**config.mk**
```make
export PLATFORM = sky130hd
export DESIGN_NAME = backlight_schedule_dimmer_top
export DESIGN_NICKNAME = d
export VERILOG_FILES = /design/src/rtl/core/bsd_pkg.sv /design/src/rtl/core/backlight_schedule_dimmer_top.sv /design/src/rtl/core/bsd_ctrl.sv /design/src/rtl/core/bsd_dp.sv
export SDC_FILE = /design/constraint.sdc
export NUM_CORES = 2
export LEC_CHECK = 0
export BUFFER_PORTS_ARGS = -buffer_cell sky130_fd_sc_hd__buf_2
export CAP_MARGIN = 20
export CORE_MARGIN = 3
export CORE_UTILIZATION = 40
export DETAILED_ROUTE_END_ITERATION = 8
export GPL_ROUTABILITY_DRIVEN = 0
export PLACE_DENSITY = 0.55
export RECOVER_POWER = 25
export SYNTH_ARGS = -nofsm -noshare
export SYNTH_HDL_FRONTEND = slang
export SYNTH_HIERARCHICAL = 1
export SYNTH_SLANG_ARGS = --single-unit
```
**constraint.sdc**
```tcl
create_clock -name clk -period 14.9 [get_ports clk]
set_input_delay 2.235 -clock clk [delete_from_list [all_inputs] [get_ports clk]]
set_output_delay 2.235 -clock clk [all_outputs]
set_load 0.005 [all_outputs]
```
**src/rtl/core/bsd_pkg.sv**
```systemverilog
// Shared types, constants and helpers for the backlight schedule dimmer.
// Used by bsd_ctrl, bsd_dp and backlight_schedule_dimmer_top; no dependencies.
`default_nettype none

package bsd_pkg;

  localparam int unsigned LEVEL_W   = 10;
  localparam int unsigned TIME_W    = 40;
  localparam int unsigned TOD_W     = 27;
  localparam int unsigned HOLD_W    = 22;
  localparam int unsigned PHASE_W   = 4;
  localparam int unsigned DIFF_W    = TOD_W + 1;
  localparam int unsigned PROD_W    = DIFF_W + LEVEL_W + 1;
  localparam int unsigned DIV_STEPS = PROD_W;
  localparam int unsigned CNT_W     = 6;
  localparam int unsigned IN_DATA_W = 176;
  localparam int unsigned IN_USER_W = 5;
  localparam int unsigned OUT_DATA_W = 16;
  localparam int unsigned OUT_USER_W = 3;
  localparam int unsigned CFG_IDX_W = 3;
  localparam int unsigned CFG_DATA_W = 27;

  localparam logic [LEVEL_W-1:0] LEVEL_MAX  = 10'd1000;
  localparam logic [LEVEL_W-1:0] LEVEL_STEP = 10'd10;

  localparam logic [LEVEL_W-1:0] NIGHT_RST    = 10'd100;
  localparam logic [LEVEL_W-1:0] TWILIGHT_RST = 10'd400;
  localparam logic [LEVEL_W-1:0] NOON_RST     = 10'd1000;
  localparam logic [LEVEL_W-1:0] TOUCH_RST    = 10'd1000;
  localparam logic [HOLD_W-1:0]  HOLD_RST     = 22'd30000;
  localparam logic [TOD_W-1:0]   START_RST    = 27'd0;
  localparam logic [TOD_W-1:0]   END_RST      = 27'd86399999;

  localparam logic [PHASE_W-1:0] PH_MORNING   = 4'd0;
  localparam logic [PHASE_W-1:0] PH_DAWN_ASTRO = 4'd1;
  localparam logic [PHASE_W-1:0] PH_DAWN_CIVIL = 4'd3;
  localparam logic [PHASE_W-1:0] PH_FORENOON  = 4'd4;
  localparam logic [PHASE_W-1:0] PH_AFTERNOON = 4'd5;
  localparam logic [PHASE_W-1:0] PH_DUSK_CIVIL = 4'd6;
  localparam logic [PHASE_W-1:0] PH_DUSK_ASTRO = 4'd8;
  localparam logic [PHASE_W-1:0] PH_EVENING   = 4'd9;

  typedef enum logic [CFG_IDX_W-1:0] {
    REG_NIGHT    = 3'd0,
    REG_TWILIGHT = 3'd1,
    REG_NOON     = 3'd2,
    REG_TOUCH    = 3'd3,
    REG_HOLD     = 3'd4,
    REG_START    = 3'd5,
    REG_END      = 3'd6
  } cfg_idx_t;

  typedef enum logic [2:0] {
    ST_IDLE,
    ST_EVAL,
    ST_MUL,
    ST_PREP,
    ST_DIV,
    ST_BLEND,
    ST_FIN
  } state_t;

  typedef struct packed {
    logic [LEVEL_W-1:0] night;
    logic [LEVEL_W-1:0] twilight;
    logic [LEVEL_W-1:0] noon;
    logic [LEVEL_W-1:0] touch;
    logic [HOLD_W-1:0]  hold;
    logic [TOD_W-1:0]   on_start;
    logic [TOD_W-1:0]   on_end;
  } cfg_t;

  typedef struct packed {
    logic load;
    logic eval;
    logic mul;
    logic prep;
    logic div_step;
    logic blend;
    logic finish;
  } cmd_t;

  typedef struct packed {
    logic need_blend;
    logic div_last;
    logic out_free;
  } status_t;

  function automatic logic [LEVEL_W-1:0] clamp_level(input logic [LEVEL_W-1:0] v);
    clamp_level = (v > LEVEL_MAX) ? LEVEL_MAX : v;
  endfunction

endpackage

`default_nettype wire

```
**src/rtl/core/backlight_schedule_dimmer_top.sv**
```systemverilog
// Top level of the backlight schedule dimmer: config registers, sequencer
// and datapath. Depends on bsd_pkg, bsd_ctrl, bsd_dp.
//
//  channel   dir  handshake            payload
//  s_*       in   s_tvalid/s_tready    tick: times, solar times, touch, phase
//  m_*       out  m_tvalid/m_tready    display_on, power_changed, level_update, level
//  cfg_*     in   cfg_valid/cfg_ready  register index and value
//
// A tick runs evaluate and finish when no blend is needed, and also multiply,
// prepare, a 39-step restoring divide and blend when forenoon or afternoon
// interpolation runs. One tick is in flight at a time; the output register lets
// the next tick be accepted while a result waits, and the finish step holds while
// that register is still full. Reset restores the config registers, sequencer
// state, touch time, shown state and output valid. cfg_ready is always high.
`default_nettype none

module backlight_schedule_dimmer_top (
  input  wire logic                              clk,
  input  wire logic                              rst,
  input  wire logic                              s_tvalid,
  output logic                                   s_tready,
  // now_utc_ms[39:0], zone_tod_ms[66:40], solar_now_ms[93:67],
  // solar_noon_ms[120:94], sunrise_ms[147:121], sunset_ms[174:148], zero pad
  input  wire logic [bsd_pkg::IN_DATA_W-1:0]     s_tdata,
  // touched[0], day_phase[4:1]
  input  wire logic [bsd_pkg::IN_USER_W-1:0]     s_tuser,
  output logic                                   m_tvalid,
  input  wire logic                              m_tready,
  // level[9:0], zero pad
  output logic [bsd_pkg::OUT_DATA_W-1:0]         m_tdata,
  // display_on[0], power_changed[1], level_update[2]
  output logic [bsd_pkg::OUT_USER_W-1:0]         m_tuser,
  input  wire logic                              cfg_valid,
  output logic                                   cfg_ready,
  input  wire logic [bsd_pkg::CFG_IDX_W-1:0]     cfg_index,
  input  wire logic [bsd_pkg::CFG_DATA_W-1:0]    cfg_data
);

  bsd_pkg::cfg_t    cfg;
  bsd_pkg::cmd_t    cmd;
  bsd_pkg::status_t st;

  assign cfg_ready = 1'b1;

  always_ff @(posedge clk) begin
    if (rst) begin
      cfg.night    <= bsd_pkg::NIGHT_RST;
      cfg.twilight <= bsd_pkg::TWILIGHT_RST;
      cfg.noon     <= bsd_pkg::NOON_RST;
      cfg.touch    <= bsd_pkg::TOUCH_RST;
      cfg.hold     <= bsd_pkg::HOLD_RST;
      cfg.on_start <= bsd_pkg::START_RST;
      cfg.on_end   <= bsd_pkg::END_RST;
    end else if (cfg_valid) begin
      case (bsd_pkg::cfg_idx_t'(cfg_index))
        bsd_pkg::REG_NIGHT:    cfg.night    <= cfg_data[bsd_pkg::LEVEL_W-1:0];
        bsd_pkg::REG_TWILIGHT: cfg.twilight <= cfg_data[bsd_pkg::LEVEL_W-1:0];
        bsd_pkg::REG_NOON:     cfg.noon     <= cfg_data[bsd_pkg::LEVEL_W-1:0];
        bsd_pkg::REG_TOUCH:    cfg.touch    <= cfg_data[bsd_pkg::LEVEL_W-1:0];
        bsd_pkg::REG_HOLD:     cfg.hold     <= cfg_data[bsd_pkg::HOLD_W-1:0];
        bsd_pkg::REG_START:    cfg.on_start <= cfg_data[bsd_pkg::TOD_W-1:0];
        bsd_pkg::REG_END:      cfg.on_end   <= cfg_data[bsd_pkg::TOD_W-1:0];
        default: ;
      endcase
    end
  end

  bsd_ctrl u_ctrl (
    .clk      (clk),
    .rst      (rst),
    .in_valid (s_tvalid),
    .in_ready (s_tready),
    .st       (st),
    .cmd      (cmd)
  );

  bsd_dp u_dp (
    .clk       (clk),
    .rst       (rst),
    .cfg       (cfg),
    .cmd       (cmd),
    .st        (st),
    .in_data   (s_tdata),
    .in_user   (s_tuser),
    .out_valid (m_tvalid),
    .out_ready (m_tready),
    .out_data  (m_tdata),
    .out_user  (m_tuser)
  );

endmodule

`default_nettype wire

```
**src/rtl/core/bsd_ctrl.sv**
```systemverilog
// Sequencer for the dimmer: walks one tick through evaluate, then multiply,
// prepare, divide and blend if a blend is needed, and finish. Depends on bsd_pkg.
`default_nettype none

module bsd_ctrl (
  input  wire logic             clk,
  input  wire logic             rst,
  input  wire logic             in_valid,
  output logic                  in_ready,
  input  wire bsd_pkg::status_t st,
  output bsd_pkg::cmd_t         cmd
);

  bsd_pkg::state_t state, state_next;

  always_ff @(posedge clk) begin
    if (rst) begin
      state <= bsd_pkg::ST_IDLE;
    end else begin
      state <= state_next;
    end
  end

  always_comb begin
    state_next = state;
    case (state)
      bsd_pkg::ST_IDLE: begin
        if (in_valid) state_next = bsd_pkg::ST_EVAL;
      end
      bsd_pkg::ST_EVAL: begin
        state_next = st.need_blend ? bsd_pkg::ST_MUL : bsd_pkg::ST_FIN;
      end
      bsd_pkg::ST_MUL:   state_next = bsd_pkg::ST_PREP;
      bsd_pkg::ST_PREP:  state_next = bsd_pkg::ST_DIV;
      bsd_pkg::ST_DIV: begin
        if (st.div_last) state_next = bsd_pkg::ST_BLEND;
      end
      bsd_pkg::ST_BLEND: state_next = bsd_pkg::ST_FIN;
      bsd_pkg::ST_FIN: begin
        if (st.out_free) state_next = bsd_pkg::ST_IDLE;
      end
      default: state_next = bsd_pkg::ST_IDLE;
    endcase
  end

  always_comb begin
    cmd      = '0;
    in_ready = 1'b0;
    case (state)
      bsd_pkg::ST_IDLE: begin
        in_ready = 1'b1;
        cmd.load = in_valid;
      end
      bsd_pkg::ST_EVAL:  cmd.eval = 1'b1;
      bsd_pkg::ST_MUL:   cmd.mul = 1'b1;
      bsd_pkg::ST_PREP:  cmd.prep = 1'b1;
      bsd_pkg::ST_DIV:   cmd.div_step = 1'b1;
      bsd_pkg::ST_BLEND: cmd.blend = 1'b1;
      bsd_pkg::ST_FIN:   cmd.finish = st.out_free;
      default: cmd = '0;
    endcase
  end

`ifndef NO_ASSERTIONS
  a_finish_free: assert property (@(posedge clk) disable iff (rst)
    cmd.finish |-> st.out_free)
    else $error("result written while output register still full");
  a_one_cmd: assert property (@(posedge clk) disable iff (rst)
    $onehot0(cmd))
    else $error("more than one datapath command at once");
  a_load_then_eval: assert property (@(posedge clk) disable iff (rst)
    cmd.load |=> cmd.eval)
    else $error("accepted beat not evaluated next cycle");
`endif

endmodule

`default_nettype wire

```
**src/rtl/core/bsd_dp.sv**
```systemverilog
// Datapath of the dimmer: tick capture, touch/window/phase decision,
// blend multiplier, restoring divider, output register. Depends on bsd_pkg.
`default_nettype none

module bsd_dp (
  input  wire logic                                 clk,
  input  wire logic                                 rst,
  input  wire bsd_pkg::cfg_t                        cfg,
  input  wire bsd_pkg::cmd_t                        cmd,
  output bsd_pkg::status_t                          st,
  input  wire logic [bsd_pkg::IN_DATA_W-1:0]        in_data,
  input  wire logic [bsd_pkg::IN_USER_W-1:0]        in_user,
  output logic                                      out_valid,
  input  wire logic                                 out_ready,
  output logic [bsd_pkg::OUT_DATA_W-1:0]            out_data,
  output logic [bsd_pkg::OUT_USER_W-1:0]            out_user
);

  localparam int unsigned LW = bsd_pkg::LEVEL_W;
  localparam int unsigned TW = bsd_pkg::TOD_W;
  localparam int unsigned DW = bsd_pkg::DIFF_W;
  localparam int unsigned PW = bsd_pkg::PROD_W;

  // unpacked input fields
  logic [bsd_pkg::TIME_W-1:0]  f_now;
  logic                        f_touched;
  logic [TW-1:0]               f_tod, f_snow, f_snoon, f_srise, f_sset;
  logic [bsd_pkg::PHASE_W-1:0] f_phase;

  assign f_now     = in_data[39:0];
  assign f_tod     = in_data[66:40];
  assign f_snow    = in_data[93:67];
  assign f_snoon   = in_data[120:94];
  assign f_srise   = in_data[147:121];
  assign f_sset    = in_data[174:148];
  assign f_touched = in_user[0];
  assign f_phase   = in_user[4:1];

  // tick registers
  logic [bsd_pkg::TIME_W-1:0]  now_r, last_touch;
  logic [TW-1:0]               tod_r;
  logic [bsd_pkg::PHASE_W-1:0] phase_r;
  logic signed [DW-1:0]        num_r, den_r;
  logic signed [DW-1:0]        num_next, den_next;

  always_comb begin
    num_next = '0;
    den_next = '0;
    if (f_phase == bsd_pkg::PH_FORENOON) begin
      num_next = $signed({1'b0, f_snow})  - $signed({1'b0, f_srise});
      den_next = $signed({1'b0, f_snoon}) - $signed({1'b0, f_srise});
    end else if (f_phase == bsd_pkg::PH_AFTERNOON) begin
      num_next = $signed({1'b0, f_sset}) - $signed({1'b0, f_snow});
      den_next = $signed({1'b0, f_sset}) - $signed({1'b0, f_snoon});
    end
  end

  always_ff @(posedge clk) begin
    if (rst) begin
      last_touch <= '0;
    end else if (cmd.load && f_touched) begin
      last_touch <= f_now;
    end
  end

  always_ff @(posedge clk) begin
    if (cmd.load) begin
      now_r   <= f_now;
      tod_r   <= f_tod;
      phase_r <= f_phase;
      num_r   <= num_next;
      den_r   <= den_next;
    end
  end

  // decision
  logic          held, outside, blend_case;
  logic          on_eval;
  logic [LW-1:0] lvl_eval;

  assign held = {1'b0, now_r} <
                ({1'b0, last_touch} + {{(bsd_pkg::TIME_W+1-bsd_pkg::HOLD_W){1'b0}}, cfg.hold});
  assign outside = (tod_r < cfg.on_start) || (tod_r > cfg.on_end);

  always_comb begin
    on_eval    = 1'b1;
    lvl_eval   = '0;
    blend_case = 1'b0;
    if (held) begin
      lvl_eval = bsd_pkg::clamp_level(cfg.touch);
    end else if (outside) begin
      on_eval = 1'b0;
    end else if (phase_r == bsd_pkg::PH_MORNING || phase_r == bsd_pkg::PH_EVENING) begin
      lvl_eval = bsd_pkg::clamp_level(cfg.night);
    end else if (phase_r inside {[bsd_pkg::PH_DAWN_ASTRO:bsd_pkg::PH_DAWN_CIVIL],
                                 [bsd_pkg::PH_DUSK_CIVIL:bsd_pkg::PH_DUSK_ASTRO]}) begin
      lvl_eval = bsd_pkg::clamp_level(cfg.twilight);
    end else if (phase_r == bsd_pkg::PH_FORENOON || phase_r == bsd_pkg::PH_AFTERNOON) begin
      lvl_eval   = bsd_pkg::clamp_level(cfg.noon);
      blend_case = (den_r != '0);
    end
  end

  assign st.need_blend = blend_case;

  // blend: product, then restoring division with round-half-away
  logic signed [LW:0]   span;
  logic signed [PW-1:0] prod_full, prod_r;
  logic [PW-1:0]        ap;
  logic [DW-1:0]        ad;
  logic [PW-1:0]        quo;
  logic [DW-1:0]        divisor;
  logic [DW-1:0]        rem;
  logic [DW:0]          rem_sh, rem_sub;
  logic                 neg;
  logic [bsd_pkg::CNT_W-1:0] cnt;

  assign span      = $signed({1'b0, cfg.noon}) - $signed({1'b0, cfg.twilight});
  assign prod_full = num_r * span;
  assign ap        = prod_r[PW-1] ? PW'(-prod_r) : PW'(prod_r);
  assign ad        = den_r[DW-1] ? DW'(-den_r) : DW'(den_r);
  assign rem_sh    = {rem, quo[PW-1]};
  assign rem_sub   = rem_sh - {1'b0, divisor};
  assign st.div_last = (cnt == bsd_pkg::CNT_W'(bsd_pkg::DIV_STEPS - 1));

  always_ff @(posedge clk) begin
    if (cmd.mul) prod_r <= prod_full;
    if (cmd.prep) begin
      quo     <= {ap[PW-2:0], 1'b0} + {{(PW-DW){1'b0}}, ad};
      divisor <= {ad[DW-2:0], 1'b0};
      rem     <= '0;
      neg     <= prod_r[PW-1] ^ den_r[DW-1];
      cnt     <= '0;
    end else if (cmd.div_step) begin
      // shift in one dividend bit, subtract when it fits
      if (!rem_sub[DW]) begin
        rem <= rem_sub[DW-1:0];
        quo <= {quo[PW-2:0], 1'b1};
      end else begin
        rem <= rem_sh[DW-1:0];
        quo <= {quo[PW-2:0], 1'b0};
      end
      cnt <= cnt + 1'b1;
    end
  end

  logic [PW:0]   sum_up;
  logic [LW-1:0] lvl_blend;

  assign sum_up = {1'b0, quo} + {{(PW+1-LW){1'b0}}, cfg.twilight};

  always_comb begin
    if (neg) begin
      // twilight may sit above full scale, so saturate the difference as well
      lvl_blend = (quo > {{(PW-LW){1'b0}}, cfg.twilight}) ? '0 :
                  bsd_pkg::clamp_level(LW'(cfg.twilight - quo[LW-1:0]));
    end else begin
      lvl_blend = (sum_up > {{(PW+1-LW){1'b0}}, bsd_pkg::LEVEL_MAX}) ?
                  bsd_pkg::LEVEL_MAX : sum_up[LW-1:0];
    end
  end

  logic          on_r;
  logic [LW-1:0] lvl_r;

  always_ff @(posedge clk) begin
    if (cmd.eval) begin
      on_r  <= on_eval;
      lvl_r <= lvl_eval;
    end else if (cmd.blend) begin
      lvl_r <= lvl_blend;
    end
  end

  // finish: compare against what is shown, fill output register
  logic          shown_on;
  logic [LW-1:0] shown_level;
  logic [LW-1:0] diff;
  logic          pchg, lupd;

  assign diff = (lvl_r > shown_level) ? lvl_r - shown_level : shown_level - lvl_r;
  assign pchg = (on_r != shown_on);
  assign lupd = pchg ? on_r : (on_r && (diff > bsd_pkg::LEVEL_STEP));

  always_ff @(posedge clk) begin
    if (rst) begin
      shown_on    <= 1'b1;
      shown_level <= bsd_pkg::LEVEL_MAX;
    end else if (cmd.finish) begin
      shown_on <= on_r;
      if (lupd) shown_level <= lvl_r;
    end
  end

  logic          o_on, o_pchg, o_lupd;
  logic [LW-1:0] o_level;

  assign st.out_free = !out_valid || out_ready;

  always_ff @(posedge clk) begin
    if (rst) begin
      out_valid <= 1'b0;
    end else if (cmd.finish) begin
      out_valid <= 1'b1;
    end else if (out_ready) begin
      out_valid <= 1'b0;
    end
  end

  always_ff @(posedge clk) begin
    if (cmd.finish) begin
      o_on    <= on_r;
      o_pchg  <= pchg;
      o_lupd  <= lupd;
      o_level <= lupd ? lvl_r : '0;
    end
  end

  assign out_data = {{(bsd_pkg::OUT_DATA_W-LW){1'b0}}, o_level};
  assign out_user = {o_lupd, o_pchg, o_on};

`ifndef NO_ASSERTIONS
  a_level_gated: assert property (@(posedge clk) disable iff (rst)
    out_valid |-> (o_lupd || o_level == '0))
    else $error("level present without level update");
  a_level_range: assert property (@(posedge clk) disable iff (rst)
    out_valid |-> (o_level <= bsd_pkg::LEVEL_MAX))
    else $error("level beyond full scale");
  a_poweron_level: assert property (@(posedge clk) disable iff (rst)
    (out_valid && o_pchg && o_on) |-> o_lupd)
    else $error("power-on without level update");
  a_off_no_level: assert property (@(posedge clk) disable iff (rst)
    (out_valid && !o_on) |-> !o_lupd)
    else $error("level update while display off");
`endif

endmodule

`default_nettype wire

```
# == Word level (Yosys, flattened, before mapping) ==
# Cells that the tools add are included.
# op_classes
addsub,15
mul,1
magnitude_cmp,16
n_eq_ne,22
mux,48
bitwise,1
reduce_logical,26
# op_table
operator,count
two-way mux 28 bit,6
two-way mux 10 bit,16
subtractor 27 x 27 -> 28 bit,4
two-way mux 39 bit,2
greater-than comparator 10 bit (second input constant),5
adder 40 x 22 -> 41 bit,1
< comparator 40 x 41 -> 1 bit,1
adder 39 x 10 -> 40 bit,1
greater-than comparator 40 x 10 -> 1 bit (second input constant),1
adder 39 x 28 -> 39 bit,1
greater-than comparator 39 x 10 -> 1 bit,1
multiplier 28 x 11 -> 39 bit,1
two-way mux 38 bit,1
negator 38 bit,1
subtractor 10 bit,3
subtractor 29 x 28 -> 29 bit,1
negator 28 bit,1
nonzero test 28 bit,1
greater-than comparator 27 bit,1
< comparator 27 bit,1
one-hot mux 3 bit (7 select lines),1
== test 3 bit (second input constant),6
two-way mux 1 bit,18
== test 4 x 3 -> 1 bit (second input constant),4
other kinds (25),50
# word_totals
ff_bits,462
input_bits,216
output_inout_bits,22
word_cells,158

# == Logic depth before layout (Yosys ltp) ==
# depth
word_depth,9
depth_mapped,36
mapped_depth_nobuf,34

# == Cells and area by module ==
# Netlist, hierarchy kept.
# modules_own_cells
module,n_inst,cells_per_inst,area_per_inst_um2,seq_area_each_um2
bsd_dp,1,4440,39639.3,9439.1
backlight_schedule_dimmer_top,1,446,4690.7,2322.2
bsd_ctrl,1,27,219.0,60.1

# == Worst setup path before layout ==
# No wires, ideal clock.
# synth_timing
kind,flip-flop to flip-flop
start,"reg, netlist name cfg[97]"
end,reg u_dp.prod_r[38] (data pin)
setup_ns,0.260
t_arrival_ns,7.682
t_required_ns,14.640
slack_ns,6.958
stages_incl_launch_ff,32
path_buffers,1
synth_period_minus_slack_ns,7.942
cell_sequence,dfxtp_1 inv_1 ha_1 nor2b_1 o21ai_0 a21boi_0 o21ai_0 a21boi_0 o21a_1 o21a_1 o311ai_1 clkbuf_1 nand2_1 fa_1 fa_1 inv_1 fa_1 inv_1 fa_1 fa_1 inv_1 ha_1 o21a_1 nor2_1 a211oi_1 o211ai_1 a31oi_1 a2111o_1 a31o_2 a31o_2 a21oi_1 xnor2_1
# synth_via
elab_chain_len,2
# synth_lines
element,line_no,source
subtractor 10 x 10 -> 11 bit,bsd_dp.sv:118,"assign span = $signed({1'b0, cfg.noon}) - $signed({1'b0, cfg.twilight});"
multiplier 28 x 11 -> 39 bit,bsd_dp.sv:119,assign prod_full = num_r * span;
named net u_dp.prod_full[38],bsd_dp.sv:108,"logic signed [PW-1:0] prod_full, prod_r;"
to (signal assigned),bsd_dp.sv:127,if (cmd.mul) prod_r <= prod_full;
to (decl),bsd_dp.sv:108,
# The timed path passes the listed nets, and every way through them passes these cells.
# A chain may end at the register's enable or synchronous reset.

# == Worst setup path after layout ==
# layout_timing
start,"reg, netlist name cfg[96]"
end,reg u_dp.prod_r[38] (data pin)
# layout_via
elab_chain_len,2
# layout_lines
element,line_no
subtractor 10 x 10 -> 11 bit,bsd_dp.sv:118
multiplier 28 x 11 -> 39 bit,bsd_dp.sv:119
named net u_dp.prod_full[38],bsd_dp.sv:108
# The timed path passes the listed nets, and every way through them passes these cells.

==> impl_metrics.ini <==
[die]
core_area_mm2 = 0.110
ios = 238
initial_core_util_pct = 40.6
die_w_um = 340
die_area_mm2 = 0.115
row_count = 121
die_y_um = 340

[route]
dr.pass1.iters = 7
drt_iter0_markers = 2121
dr_total_vias = 34800
drc_errors = 0
wirelength_um = 120000
wl_per_cell_um = 18.2
antenna_left = 0
avgViaCountPerCell = 5.30

[critical_path]
cp.required_ns = 15.24
crit_fanout = 29
worst_path_most_repeated_cell = fa_1
worstSetupPathType = flip-flop to flip-flop
slowest_stage = a211oi_1
critPathBufInv = 4
crit_path_end_kind = flip-flop
slowest_delay_ns = 0.56
cp-start-kind = flip-flop
timing.critical_path.max_delay_family = adder cells
crit_arrival_ns = 9.84

[power]
ir_worst_vdd_v = 0.000116
power.total_mw = 8.19
power_density_mw_per_mm2 = 167
p_leak_nw = 21.1

[run_status]
failed_checks = max-capacitance violations, max-slew violations
status = finished, violations left

[finish]
utilization_pct = 44.6
final_cell_mix = inv_1 (602), ha_1 (419), nand2_1 (359), nor2_1 (288), fa_1 (282)
drive_gt1_share_pct = 7.92
final_nets = 5959
multi_input_area_mm2 = 0.0298
area_growth_pct = 9.78
final_common_cell = inv_1
seq_area_mm2 = 0.0118
fill_cells = 10900

[timing]
drv_slew = 346
final-setup-viol-count = 0
maxSlewHeadroom_pct = -154
finalSetupTns_ns = 0
min_period_ns = 9.50
max_freq_mhz = 105
hold_viol = 0
skew_ns = 0.0590
worst_slew_pin_slew_ns = 3.82
min_period_over_period_pct = 63.8
rsz0062_at_grt = no

[global_route]
overflow = 0
grt_pass1_wl_um = 192000
grt_pass1_vias = 34800
grt_max_degree = 102
grt_util_all_layers_pct = 20.5
antenna_found_initial = 5

[synth]
syn_area_per_cell_um2 = 9.07
synth_cell_types = 104
synth_cells = 4913
ys_seq_area_share_pct = 26.5
async_flop_share_pct = 0
yosys_register_bits = 462
syn_area_mm2 = 0.0445
yosysWarnings = 6
synth-edff-count = 257
synth_ff_type = edfxtp_1

[placement]
port_buffers = 229
hpwlAfterDp_um = 95600

[cts]
postCtsSetupBuffers = 0
cts.sinks = 462
path_clk_slew_ns = 0.06
clock_path_buffers = 3
cts-root-buf = clkbuf_16
htreeDepth = 2
cts_hold_buf = 0
worst_skew_pair.late_latency_ns = 0.66
tritoncts = yes
cts_resized = 0
cts_made_buffers = 55

[job]
maxCapViolations = 6

[worst_hold_path]
worst_hold_path_type = flip-flop to flip-flop
[flip-flops by register name, summed over array words and instances (netlist names), 3 cells and up]
name and cells:
u_dp/num_r 28, u_dp/shown_level 10, u_dp/phase_r 4, u_ctrl/state 3
u_dp/lvl_r 10, u_dp/cnt 6, u_dp/prod_r 39, u_dp/divisor 27
u_dp/den_r 28, u_dp/rem 28, u_dp/o_level 10, u_dp/last_touch 40
u_dp/quo 39, cfg 116, u_dp/now_r 40, u_dp/tod_r 27
[synthesized netlist by cell type (28+ instances only)]
| master | n | area share (%) |
|---|---|---|
| and2_1 | 175 | 2.5 |
| nand4_1 | 50 | 0.70 |
| nor2_1 | 291 | 2.5 |
| nand2_1 | 360 | 3.0 |
| edfxtp_1 | 257 | 17 |
| nand3_1 | 72 | 0.81 |
| nor3_1 | 71 | 0.80 |
| mux2i_1 | 147 | 3.3 |
| dfxtp_1 | 205 | 9.2 |
| nand2b_1 | 156 | 2.2 |
| a31oi_1 | 29 | 0.41 |
| o21a_1 | 50 | 0.84 |
| a211oi_1 | 56 | 0.94 |
| o21ai_0 | 186 | 2.1 |
| ha_1 | 419 | 12 |
| fa_1 | 282 | 13 |
| inv_1 | 602 | 5.1 |
| o21bai_1 | 37 | 0.62 |
| o31ai_1 | 31 | 0.52 |
| mux2_2 | 28 | 0.71 |
| and3_1 | 36 | 0.51 |
| o22ai_1 | 43 | 0.60 |
| xnor2_1 | 196 | 3.9 |
| a21oi_1 | 267 | 3.0 |
| a21o_1 | 105 | 1.8 |
| nor2b_1 | 87 | 1.2 |
| xor2_1 | 112 | 2.2 |
| clkbuf_1 | 134 | 1.1 |
[power by group]
group	switching, mW	total, mW	internal [mW]	leakage [nW]
clock network	0.572	1.39	0.821	0.917
registers	0.194	1.89	1.70	4.08
logic	2.80	4.91	2.11	16.1
total	3.56	8.19	4.63	21.1
[layout make-up]
type	count	share of cell area (%)
antenna	6	0.0307
clock buffer	78	3.18
clock inverter	26	0.714
inverter	603	4.63
multi-input combinational	3664	60.9
sequential	462	24.2
tap	1476	3.78
timing repair buffer	256	2.60
[kinds of logic after synthesis]
family                   count (synthesis)  share of synthesized area, %
buffers and inverters                  792                          6.95
multiplexers                           176                          4.04
XOR/XNOR                               309                          6.09
AND/OR/NAND/NOR                       1458                          16.9
AO/OA/AOI/OAI                         1013                          15.0
flip-flops                             462                          26.5
other                                    2                        0.0169
adder cells (fa/ha/maj)                701                          24.4
[routing by layer]
metal | routed length, um | global-route usage (%)
met1 | 55900 | 28.0
met2 | 57100 | 35.3
met3 | 4260 | 1.77
met4 | 2210 | 4.43
met5 | 0 | 0
[path summary, 6_finish.rpt]
path	start	end	slack [ns]	cells past startpoint
worst max register to register	cfg[96]	u_dp/prod_r[38]	5.40	31
worst min register to register	u_dp/last_touch[11]	u_dp/last_touch[11]	0.46	2
worst max-delay path	cfg[96]	u_dp/prod_r[38]	5.40	31
worst min-delay path	u_dp/last_touch[11]	u_dp/last_touch[11]	0.46	2
[worst reg2reg max path: cells and delay by family (launching register included)]
family / cells / cell delay (ns)
xor+xnor: 1 / 0.13
simple gates: 4 / 1.21
buf+inv: 4 / 0.20
fa+ha+maj: 8 / 3.60
compound gates: 14 / 3.55
flops: 1 / 0.48
[metrics by stage]
step | hold slack (ns) | instances | setup slack, ns | area [um2]
3_3_place_gp | 0.450 | 6461 | 5.44 | 47100
6_report | 0.460 | 6571 | 5.40 | 48900
3_5_place_dp | 0.455 | 6461 | 5.42 | 47100
4_1_cts | 0.463 | 6565 | 5.35 | 49000
2_1_floorplan | 0.440 | 4918 | 6.96 | 44600
5_1_grt | 0.487 | 6569 | 4.76 | 48900
Power figures use the tool's default switching activity.
